<file path="config.mk">
export PLATFORM = sky130hd
export DESIGN_NAME = multiply_divide_register_unit
export DESIGN_NICKNAME = d
export VERILOG_FILES = /design/src/hdl/mdru_pkg.sv /design/src/hdl/multiply_divide_register_unit.sv
export SDC_FILE = /design/constraint.sdc
export NUM_CORES = 1
export LEC_CHECK = 0
export ABC_AREA = 1
export BUFFER_PORTS_ARGS = -buffer_cell sky130_fd_sc_hd__buf_2
export CAP_MARGIN = 20
export CORE_MARGIN = 1
export CORE_UTILIZATION = 56
export DETAILED_ROUTE_END_ITERATION = 12
export GPL_TIMING_DRIVEN = 0
export PLACE_DENSITY = 0.81
export SLEW_MARGIN = 20
export SYNTH_ARGS = -nofsm -noshare
export SYNTH_HDL_FRONTEND = slang
export SYNTH_SLANG_ARGS = --single-unit
</file>
<file path="constraint.sdc">
create_clock -name clk -period 3.43 [get_ports clk]
set_input_delay 0 -clock clk [delete_from_list [all_inputs] [get_ports clk]]
set_output_delay 0 -clock clk [all_outputs]
set_load 0.02 [all_outputs]
</file>
<file path="src/hdl/mdru_pkg.sv">
// ----------------------------------------------------------------------------
// Multiply/divide register unit package
// Register offsets, request commands, reset values and sequencer last-step indices.
// ----------------------------------------------------------------------------
package mdru_pkg;

	// Request commands.
	localparam logic CMD_WRITE = 1'b0;
	localparam logic CMD_READ  = 1'b1;

	// Register offsets within the 32-byte window.
	localparam logic [4:0] OFF_MULTIPLICAND = 5'h02;
	localparam logic [4:0] OFF_MULTIPLY     = 5'h03;
	localparam logic [4:0] OFF_DIVIDEND_LO  = 5'h04;
	localparam logic [4:0] OFF_DIVIDEND_HI  = 5'h05;
	localparam logic [4:0] OFF_DIVIDE       = 5'h06;
	localparam logic [4:0] OFF_QUOT_LO      = 5'h14;
	localparam logic [4:0] OFF_QUOT_HI      = 5'h15;
	localparam logic [4:0] OFF_PROD_LO      = 5'h16;
	localparam logic [4:0] OFF_PROD_HI      = 5'h17;

	// Register values after reset.
	localparam logic [7:0]  RST_MULTIPLICAND = 8'hFF;
	localparam logic [15:0] RST_DIVIDEND     = 16'hFFFF;
	localparam logic [15:0] RST_QUOTIENT     = 16'h0101;
	localparam logic [15:0] RST_PRODREM      = 16'hFE01;

	// Quotient returned for a divide by zero.
	localparam logic [15:0] QUOT_DIV_ZERO = 16'hFFFF;

	// Index of the last step of each iterative operation.
	localparam logic [3:0] MUL_LAST = 4'd7;
	localparam logic [3:0] DIV_LAST = 4'd15;

endpackage

</file>
<file path="src/hdl/multiply_divide_register_unit.sv">
// ----------------------------------------------------------------------------
// Multiply/divide register unit
// Byte-wide register window with an 8x8 multiplier and a 16/8 divider that
// share one 9-bit adder/subtractor under a small step sequencer.
// ----------------------------------------------------------------------------
//  Channel  | Handshake          | Payload
//  ---------+--------------------+------------------------------------------
//  in       | in_valid, in_stall | command, reg_offset, write_data
//  out      | out_valid,out_stall| read_data
//
// Every request gives one response in the output register on the cycle after
// acceptance. A write to the multiply offset then keeps the unit busy for
// one adder pass per multiplier bit; a write to the divide offset with a
// non-zero divisor keeps it busy for one restoring step per dividend bit.
// in_stall is high while the sequencer runs or while an unclaimed response is
// held against out_stall.
// Reset is asynchronous and needs no further initialisation time.
module multiply_divide_register_unit (
	input  logic       clk,
	input  logic       arst_n,
	input  logic       in_valid,
	output logic       in_stall,
	input  logic       command,
	input  logic [4:0] reg_offset,
	input  logic [7:0] write_data,
	output logic       out_valid,
	input  logic       out_stall,
	output logic [7:0] read_data
);
	import mdru_pkg::*;

	typedef enum logic [2:0] {
		ST_IDLE = 3'b001,
		ST_MUL  = 3'b010,
		ST_DIV  = 3'b100
	} state_t;

	state_t      state_q;
	logic [3:0]  count_q;
	logic        out_valid_q;
	logic [7:0]  read_data_q;

	logic [7:0]  multiplicand_q;
	logic [15:0] dividend_q;
	logic [15:0] quotient_q;
	logic [15:0] prodrem_q;

	// Working registers of the shared unit.
	logic [7:0]  acc_q;
	logic [15:0] shift_q;
	logic [7:0]  opnd_q;

	logic        accept;
	logic        alu_sub;
	logic [8:0]  alu_a;
	logic [8:0]  alu_b;
	logic [9:0]  alu_res;
	logic        no_borrow;
	logic [7:0]  acc_next;
	logic [15:0] shift_next;
	logic [7:0]  rd_value;

	// Request handshake.
	assign accept   = in_valid && !in_stall;
	assign in_stall = (state_q != ST_IDLE) || (out_valid_q && out_stall);

	// Shared adder/subtractor: adds the multiplicand when the current multiplier
	// bit is set, and subtracts the divisor from the partial remainder when dividing.
	always_comb begin
		alu_sub = (state_q == ST_DIV);
		if (alu_sub) begin
			alu_a = {acc_q, shift_q[15]};
			alu_b = {1'b0, opnd_q};
		end else begin
			alu_a = {1'b0, acc_q};
			alu_b = shift_q[0] ? {1'b0, multiplicand_q} : 9'd0;
		end
		alu_res   = {1'b0, alu_a} + {1'b0, alu_b ^ {9{alu_sub}}} + {9'd0, alu_sub};
		no_borrow = alu_res[9];
	end

	// Next values of the working registers for one step.
	always_comb begin
		if (alu_sub) begin
			acc_next   = no_borrow ? alu_res[7:0] : alu_a[7:0];
			shift_next = {shift_q[14:0], no_borrow};
		end else begin
			acc_next   = alu_res[8:1];
			shift_next = {shift_q[15:8], alu_res[0], shift_q[7:1]};
		end
	end

	// Read-back selection.
	always_comb begin
		case (reg_offset)
			OFF_QUOT_LO: rd_value = quotient_q[7:0];
			OFF_QUOT_HI: rd_value = quotient_q[15:8];
			OFF_PROD_LO: rd_value = prodrem_q[7:0];
			OFF_PROD_HI: rd_value = prodrem_q[15:8];
			default:     rd_value = 8'd0;
		endcase
	end

	// Sequencer and architectural registers.
	always_ff @(posedge clk or negedge arst_n) begin
		if (!arst_n) begin
			state_q        <= ST_IDLE;
			count_q        <= 4'd0;
			multiplicand_q <= RST_MULTIPLICAND;
			dividend_q     <= RST_DIVIDEND;
			quotient_q     <= RST_QUOTIENT;
			prodrem_q      <= RST_PRODREM;
		end else begin
			case (state_q)
				ST_IDLE: begin
					if (accept && command == CMD_WRITE) begin
						case (reg_offset)
							OFF_MULTIPLICAND: multiplicand_q <= write_data;
							OFF_DIVIDEND_LO:  dividend_q[7:0] <= write_data;
							OFF_DIVIDEND_HI:  dividend_q[15:8] <= write_data;
							OFF_MULTIPLY: begin
								state_q <= ST_MUL;
								count_q <= MUL_LAST;
							end
							OFF_DIVIDE: begin
								if (write_data == 8'd0) begin
									quotient_q <= QUOT_DIV_ZERO;
									prodrem_q  <= dividend_q;
								end else begin
									state_q <= ST_DIV;
									count_q <= DIV_LAST;
								end
							end
							default: ;
						endcase
					end
				end
				ST_MUL: begin
					count_q <= count_q - 4'd1;
					if (count_q == 4'd0) begin
						prodrem_q <= {acc_next, shift_next[7:0]};
						state_q   <= ST_IDLE;
					end
				end
				ST_DIV: begin
					count_q <= count_q - 4'd1;
					if (count_q == 4'd0) begin
						quotient_q <= shift_next;
						prodrem_q  <= {8'd0, acc_next};
						state_q    <= ST_IDLE;
					end
				end
				default: state_q <= ST_IDLE;
			endcase
		end
	end

	// Working registers: loaded on a request, stepped while busy.
	always_ff @(posedge clk) begin
		if (accept) begin
			acc_q   <= 8'd0;
			opnd_q  <= write_data;
			shift_q <= (reg_offset == OFF_MULTIPLY) ? {8'd0, write_data} : dividend_q;
		end else if (state_q != ST_IDLE) begin
			acc_q   <= acc_next;
			shift_q <= shift_next;
		end
	end

	// Output register: the response is known when the request is taken.
	always_ff @(posedge clk or negedge arst_n) begin
		if (!arst_n) begin
			out_valid_q <= 1'b0;
		end else if (accept) begin
			out_valid_q <= 1'b1;
		end else if (!out_stall) begin
			out_valid_q <= 1'b0;
		end
	end

	always_ff @(posedge clk) begin
		if (accept) begin
			read_data_q <= (command == CMD_READ) ? rd_value : 8'd0;
		end
	end

	assign out_valid = out_valid_q;
	assign read_data = read_data_q;

endmodule

</file>
; Word-level counts from Yosys, hierarchy flattened
; Cells that the tools add are included.
[word_totals]
ram_bits = 0
output_inout_bits = 10
memories = 0
romBits = 0
latchBits = 0
inputBits = 18
register_bits = 104
elab_cells = 90
[op_classes]
multipliers = 0
n_reduce_logical = 19
order_cmp = 0
shifts = 0
muxes = 32
n_eq_ne = 22
bitwise = 2
div_mod_pow = 0
add_sub_neg = 3
[ops]
columns = operator, count
row1 = two-way mux 16 bit, 13
row2 = case mux 16 bit (3 select lines), 1
row3 = two-way mux 8 bit, 4
row4 = case mux 16 bit (2 select lines), 1
row5 = case mux 8 bit (4 select lines), 1
row6 = "== test 5 bit, second input constant", 4
row7 = case mux 4 bit (2 select lines), 2
row8 = "== test 5 x 3 -> 1 bit, second input constant", 3
row9 = case mux 3 bit (2 select lines), 2
row10 = adder 10 x 1 -> 10 bit, 1
row11 = adder 9 x 9 -> 10 bit, 1
row12 = "== test 5 x 2 -> 1 bit, second input constant", 2
row13 = two-way mux 3 bit, 3
row14 = two-way mux 9 bit, 1
row15 = AND reduction 3 bit, 3
row16 = bitwise XOR 9 bit, 1
row17 = zero test 8 bit, 1
row18 = two-way mux 4 bit, 2
row19 = "!= test 2 x 1 -> 1 bit, second input constant", 4
row20 = AND reduction 4 bit, 2
row21 = "!= test 2 bit, second input constant", 3
row22 = AND reduction 6 bit, 1
row23 = nonzero test 2 bit, 3
row24 = AND reduction 5 bit, 1
row25 = 15 further kinds, 18

; Longest topological paths before layout
[depth]
word_depth = 9
ltp_mapped = 22

; Worst setup path after synthesis
; No wires, ideal clock.
[synth_timing]
kind = register to register
startpoint = reg state_q[0]
endpoint = reg shift_q[0] (data pin)
synth_period_minus_slack_ns = 3.252
path_stages_with_launch = 17
setup_slack_ns = 0.178
arrival_time_ns = 2.996
path_cell_list = dfstp_2 nor2_4 nand2_4 buf_6 buf_2 clkbuf_1 nand3_1 o21ai_0 ha_1 a21oi_1 nor3_1 o31ai_1 nand2_8 inv_4 o21ai_2 nand2_1 nand2_1
[synth_via]
elab_chain_len = 8
[synth_lines]
columns = item, line_no
row1 = from (decl), multiply_divide_register_unit.sv:38  ; state_t state_q;
row2 = from (signal assigned), multiply_divide_register_unit.sv:107  ; state_q <= ST_IDLE;
row3 = from (signal assigned), multiply_divide_register_unit.sv:122  ; state_q <= ST_MUL;
row4 = from (signal assigned), multiply_divide_register_unit.sv:130  ; state_q <= ST_DIV;
row5 = == test 3 bit, multiply_divide_register_unit.sv:70  ; alu_sub = (state_q == ST_DIV);
row6 = two-way mux 8 bit, multiply_divide_register_unit.sv:71  ; if (alu_sub) begin
row7 = bitwise XOR 9 bit, multiply_divide_register_unit.sv:78  ; alu_res = {1'b0, alu_a} + {1'b0, alu_b ^ {9{alu_sub}}} + {9'd0, alu_sub};
row8 = adder 9 x 9 -> 10 bit, multiply_divide_register_unit.sv:78
row9 = adder 10 x 1 -> 10 bit, multiply_divide_register_unit.sv:78
row10 = two-way mux 16 bit, multiply_divide_register_unit.sv:84  ; if (alu_sub) begin
row11 = two-way mux 16 bit, multiply_divide_register_unit.sv:164  ; end else if (state_q != ST_IDLE) begin
row12 = two-way mux 16 bit *, multiply_divide_register_unit.sv:160  ; if (accept) begin
row13 = to (signal assigned), multiply_divide_register_unit.sv:163  ; shift_q <= (reg_offset == OFF_MULTIPLY) ? {8'd0, write_data} : dividend_q;
row14 = to (signal assigned), multiply_divide_register_unit.sv:166  ; shift_q <= shift_next;
row15 = to (decl), multiply_divide_register_unit.sv:50  ; logic [15:0] shift_q;
; Every way passes the cells marked *; elsewhere a longest branch is shown, timed or not. The select of a mux whose other input is x is not followed.
; A chain may end at the register's enable or synchronous reset.

; Worst setup path in the final report
[layout_timing]
startpoint = reg state_q[0]
endpoint = reg prodrem_q[6]
[layout_via]
elab_chain_len = 9
[layout_lines]
columns = item, line_no
row1 = == test 3 bit, "multiply_divide_register_unit.sv:70, multiply_divide_register_unit.sv:114"
row2 = two-way mux 8 bit, multiply_divide_register_unit.sv:71
row3 = bitwise XOR 9 bit, multiply_divide_register_unit.sv:78
row4 = adder 9 x 9 -> 10 bit, multiply_divide_register_unit.sv:78
row5 = adder 10 x 1 -> 10 bit, multiply_divide_register_unit.sv:78
row6 = two-way mux 8 bit, multiply_divide_register_unit.sv:85  ; acc_next = no_borrow ? alu_res[7:0] : alu_a[7:0];
row7 = two-way mux 8 bit, multiply_divide_register_unit.sv:84
row8 = two-way mux 16 bit, multiply_divide_register_unit.sv:147  ; if (count_q == 4'd0) begin
row9 = case mux 16 bit (3 select lines), multiply_divide_register_unit.sv:114  ; case (state_q)
row10 = to (signal assigned), multiply_divide_register_unit.sv:128  ; prodrem_q <= dividend_q;
row11 = to (signal assigned), multiply_divide_register_unit.sv:141  ; prodrem_q <= {acc_next, shift_next[7:0]};
row12 = to (signal assigned), multiply_divide_register_unit.sv:149  ; prodrem_q <= {8'd0, acc_next};
row13 = to (decl), multiply_divide_register_unit.sv:46  ; logic [15:0] prodrem_q;
; Several ways; a longest one is shown, not always the timed one. The select of a mux whose other input is x is not followed.

==> impl_metrics.py <==
metrics = {
    "synth": {
        "syn_nets": 717,
        "synthFlopType": "dfstp_2",
        "syn_area_per_cell_um2": 8.24,
        "synth_seq_area_share": 0.486,
        "ys_ff_latch": 104,
        "synth_cell_type_count": 51,
        "synth-async-reset-ratio": 0.615,
        "synth_edf_count": 32,
        "synthCells": 691,
        "yosysWarningCount": 0,
        "synth_area_um2": 5690,
    },
    "place": {
        "dp_hpwl_um": 11900,
        "io_buffers": 26,
        "globalplace.congestion": 0.941,
        "place_area_um2": 6030,
    },
    "timing": {
        "period_needed_ns": 3.19,
        "layout_worst_path_cycle_share": 0.931,
        "slew_headroom": 0.558,
        "setup_violations": 0,
        "tightest_slew_ns": 0.662,
        "whs_ns": 0.110,
        "max_freq_mhz": 313,
        "grt_setup_unrepaired": "false",
        "skew_ns": 0.0112,
        "finalHoldViolCount": 0,
        "maxSlewViolCount": 0,
        "finalSetupTns_ns": 0,
    },
    "clock_network": {
        "clock_sinks": 104,
        "cts_max_level": 3,
        "cts_inserted_buffers": 9,
        "ctsRootBufferMaster": "clkbuf_8",
        "cts_buffer_depth": 2,
        "clock_latency_ns": 0.37,
        "clk_pin_slew_ns": 0.10,
        "cts_tree": "built",
    },
    "floorplan": {
        "rows": 36,
        "io_pins": 28,
        "fp.coreArea_um2": 9820,
        "initial_core_util": 0.580,
        "die_h_um": 103,
        "die_width_um": 103,
        "die-area_um2": 10600,
    },
    "worst_setup_path": {
        "max_stage_delay_ns": 0.62,
        "critPathRequiredTime_ns": 3.75,
        "critPathSlowestCell": "dfstp_2",
        "path_cells": "nor2_4 -> nand2_4 -> buf_6 -> buf_6 -> buf_4 -> nand3_1 -> o21ai_0 -> ha_1 -> a21oi_1 -> nor3_1 -> o31ai_2 -> buf_4 -> nand2_8 -> nor2_8 -> nand2_1 -> nand3_1 -> o21ai_1 -> inv_1",
        "crit_type": "reg -> reg",
        "worstPathMaxFanout": 10,
        "arrival_ns": 3.52,
        "end_kind": "flop",
        "critPathLaunchType": "flop",
        "crit_family": "simple AND/OR/NAND/NOR gates",
        "crit_buf_inv": 5,
    },
    "grt": {
        "grt_pass1_wl_um": 25000,
        "grt_max_degree": 61,
        "grt_antenna_before_repair": 0,
        "track_usage": 0.324,
        "grt_pass1_vias": 4850,
        "grt-ovfl-total": 0,
    },
    "detailed_routing": {
        "drc": 0,
        "wl_per_cell_um": 18.1,
        "drt_iter0_drc": 472,
        "viasPerCell": 5.93,
        "final_antenna_net_count": 0,
        "routed_wl_um": 16000,
        "firstDrtPassIters": 6,
        "dr_total_vias": 5243,
    },
    "cells_and_area": {
        "fillers": 829,
        "syn_to_final_growth_pct": 12.3,
        "fin_util": 0.651,
        "drive_above_1_share": 0.170,
        "fin_nets": 772,
        "finalInstanceArea_um2": 6400,
        "diodes": 0,
    },
    "outcome": {
        "status": "completed",
    },
    "pwr": {
        "p_leak_nw": 2.97,
        "total_power_mw": 2.68,
        "powerDensity_nw_per_um2": 419,
        "ir_drop_mv": 0.264,
    },
    "flow_run": {
        "max_cap_viol_count": 0,
    },
    "worst_hold_path": {
        "hp-class": "in -> reg",
    },
}
## layout by cell type (no fill, tap or decap), types with 3 or more instances in the layout
master           n
nand3b_1         4
clkbuf_1        16
xor2_1           4
clkbuf_8         9
dfrtp_1         29
buf_2           34
nor3_1           4
o31ai_1          5
a21oi_1         21
a221oi_1        10
nand2_1        160
a22oi_1          6
dfxtp_1          8
o21ai_1         16
dfstp_2         35
inv_1           84
buf_4            8
nand4_2          3
nand2_4          3
o211ai_1         3
ha_1             7
nor2_1          55
nand3_1         36
nand4_1         19
dlygate4sd3_1   12
o22ai_1         10
o21ai_0         62
o32ai_1          6
nand2_2         11
edfxtp_1        32
## report_power, final
part           internal (mW)  switching (mW)
Clock                  0.314           0.427
Combinational          0.136           0.235
Sequential              1.47          0.0906
## cells by family (layout without fill, tap and decap cells)
kind of cell | after synthesis | count (layout) | synth area share
DFF | 104 | 104 | 0.486
buffers and inverters | 117 | 177 | 0.0811
AOI/OAI and AO/OA | 147 | 147 | 0.152
adders and majority gates | 8 | 8 | 0.0189
xor gates and xnor gates | 6 | 6 | 0.00923
and+or+nand+nor | 309 | 309 | 0.253
## layer usage
metal	track usage	wire [um]
met1	0.440	6700
met2	0.504	7310
met3	0.0881	1550
met4	0.114	474
met5	0	0
## stage by stage
step,setup slack (ns),std cells
floorplan,0.178,691
global placement,-0.417,850
detailed placement,-0.408,852
CTS,0.0442,881
global route,0.0422,884
finish,0.236,884
## area by class of cell
| type | instances | area [um^2] | area share |
|---|---|---|---|
| Clock inverter | 3 | 22.5 | 0.00352 |
| Inverter | 89 | 337 | 0.0526 |
| Sequential cell | 104 | 2770 | 0.433 |
| Tap cell | 133 | 166 | 0.0260 |
| Timing Repair Buffer | 44 | 318 | 0.0497 |
| Multi-Input combinational cell | 470 | 2480 | 0.388 |
| Buffer | 28 | 143 | 0.0223 |
| Clock buffer | 13 | 160 | 0.0250 |
## path summary, 6_finish.rpt
check | from | endpoint | slack (ns) | cells after the start
max in group asynchronous | arst_n | state_q[2]$_DFFE_PN0P_ | 2.70 | 3
min | reg_offset[3] | state_q[2]$_DFFE_PN0P_ | 0.11 | 4
max reg2reg | state_q[0]$_DFFE_PN1P_ | prodrem_q[6]$_DFFE_PN0P_ | 0.24 | 18
max | state_q[0]$_DFFE_PN1P_ | prodrem_q[6]$_DFFE_PN0P_ | 0.24 | 18
min reg2reg | quotient_q[15]$_DFFE_PN0P_ | quotient_q[15]$_DFFE_PN0P_ | 0.49 | 2
min in group asynchronous | arst_n | multiplicand_q[3]$_DFFE_PN1P_ | 0.18 | 2
## sequential cells by signal (all words and copies together), names as in the netlist
register,flops
dividend_q,16
prodrem_q,16
quotient_q,16
shift_q,16
acc_q,8
multiplicand_q,8
opnd_q,8
read_data,8
count_q,4
state_q,3
out_valid,1
## timing repair
action | CTS | global route
resized for setup | 4 | 14
buffers inserted | 1 | 3
hold buffers | 12 | 0
endpoints found under the setup margin | 21 | 20
hold endpoints to repair | 79 | 0
pin swaps | 1 | 2
## worst reg2reg max path, delay by kind of cell, from the launching register on
| family | cells | cell delay, ns |
|---|---|---|
| buffers and inverters | 5 | 0.78 |
| flip-flops | 1 | 0.62 |
| adder cells (fa/ha/maj) | 1 | 0.31 |
| AO/OA/AOI/OAI | 4 | 0.60 |
| AND/OR/NAND/NOR | 8 | 0.84 |
## synth_stat cells (2+ instances only)
| cell type | n | area share |
|---|---|---|
| nand2_1 | 160 | 0.11 |
| nor3_1 | 4 | 0.0035 |
| nand4_2 | 3 | 0.0066 |
| inv_2 | 2 | 0.0013 |
| clkbuf_1 | 16 | 0.011 |
| dfrtp_1 | 29 | 0.13 |
| a31oi_1 | 2 | 0.0022 |
| buf_2 | 10 | 0.0088 |
| nand3_1 | 36 | 0.032 |
| nand4_1 | 19 | 0.021 |
| xnor2_1 | 2 | 0.0031 |
| clkinv_1 | 2 | 0.0013 |
| a21oi_1 | 21 | 0.018 |
| nand3b_1 | 4 | 0.0053 |
| nand2_4 | 3 | 0.0059 |
| o211ai_1 | 3 | 0.0040 |
| o21ai_1 | 14 | 0.012 |
| or2_2 | 2 | 0.0022 |
| nor2_2 | 2 | 0.0022 |
| o32ai_1 | 6 | 0.0092 |
| o21ai_0 | 64 | 0.056 |
| dfstp_2 | 35 | 0.16 |
| nor4_1 | 2 | 0.0022 |
| a22oi_1 | 6 | 0.0079 |
| ha_1 | 7 | 0.015 |
| edfxtp_1 | 32 | 0.17 |
| o31ai_1 | 6 | 0.0079 |
| nor2_1 | 55 | 0.036 |
| dfxtp_1 | 8 | 0.028 |
| xor2_1 | 4 | 0.0062 |
| o22ai_1 | 10 | 0.011 |
| inv_1 | 84 | 0.055 |
| a221oi_1 | 10 | 0.015 |
| nand2_2 | 11 | 0.012 |
(Power assumes the default switching activity.)
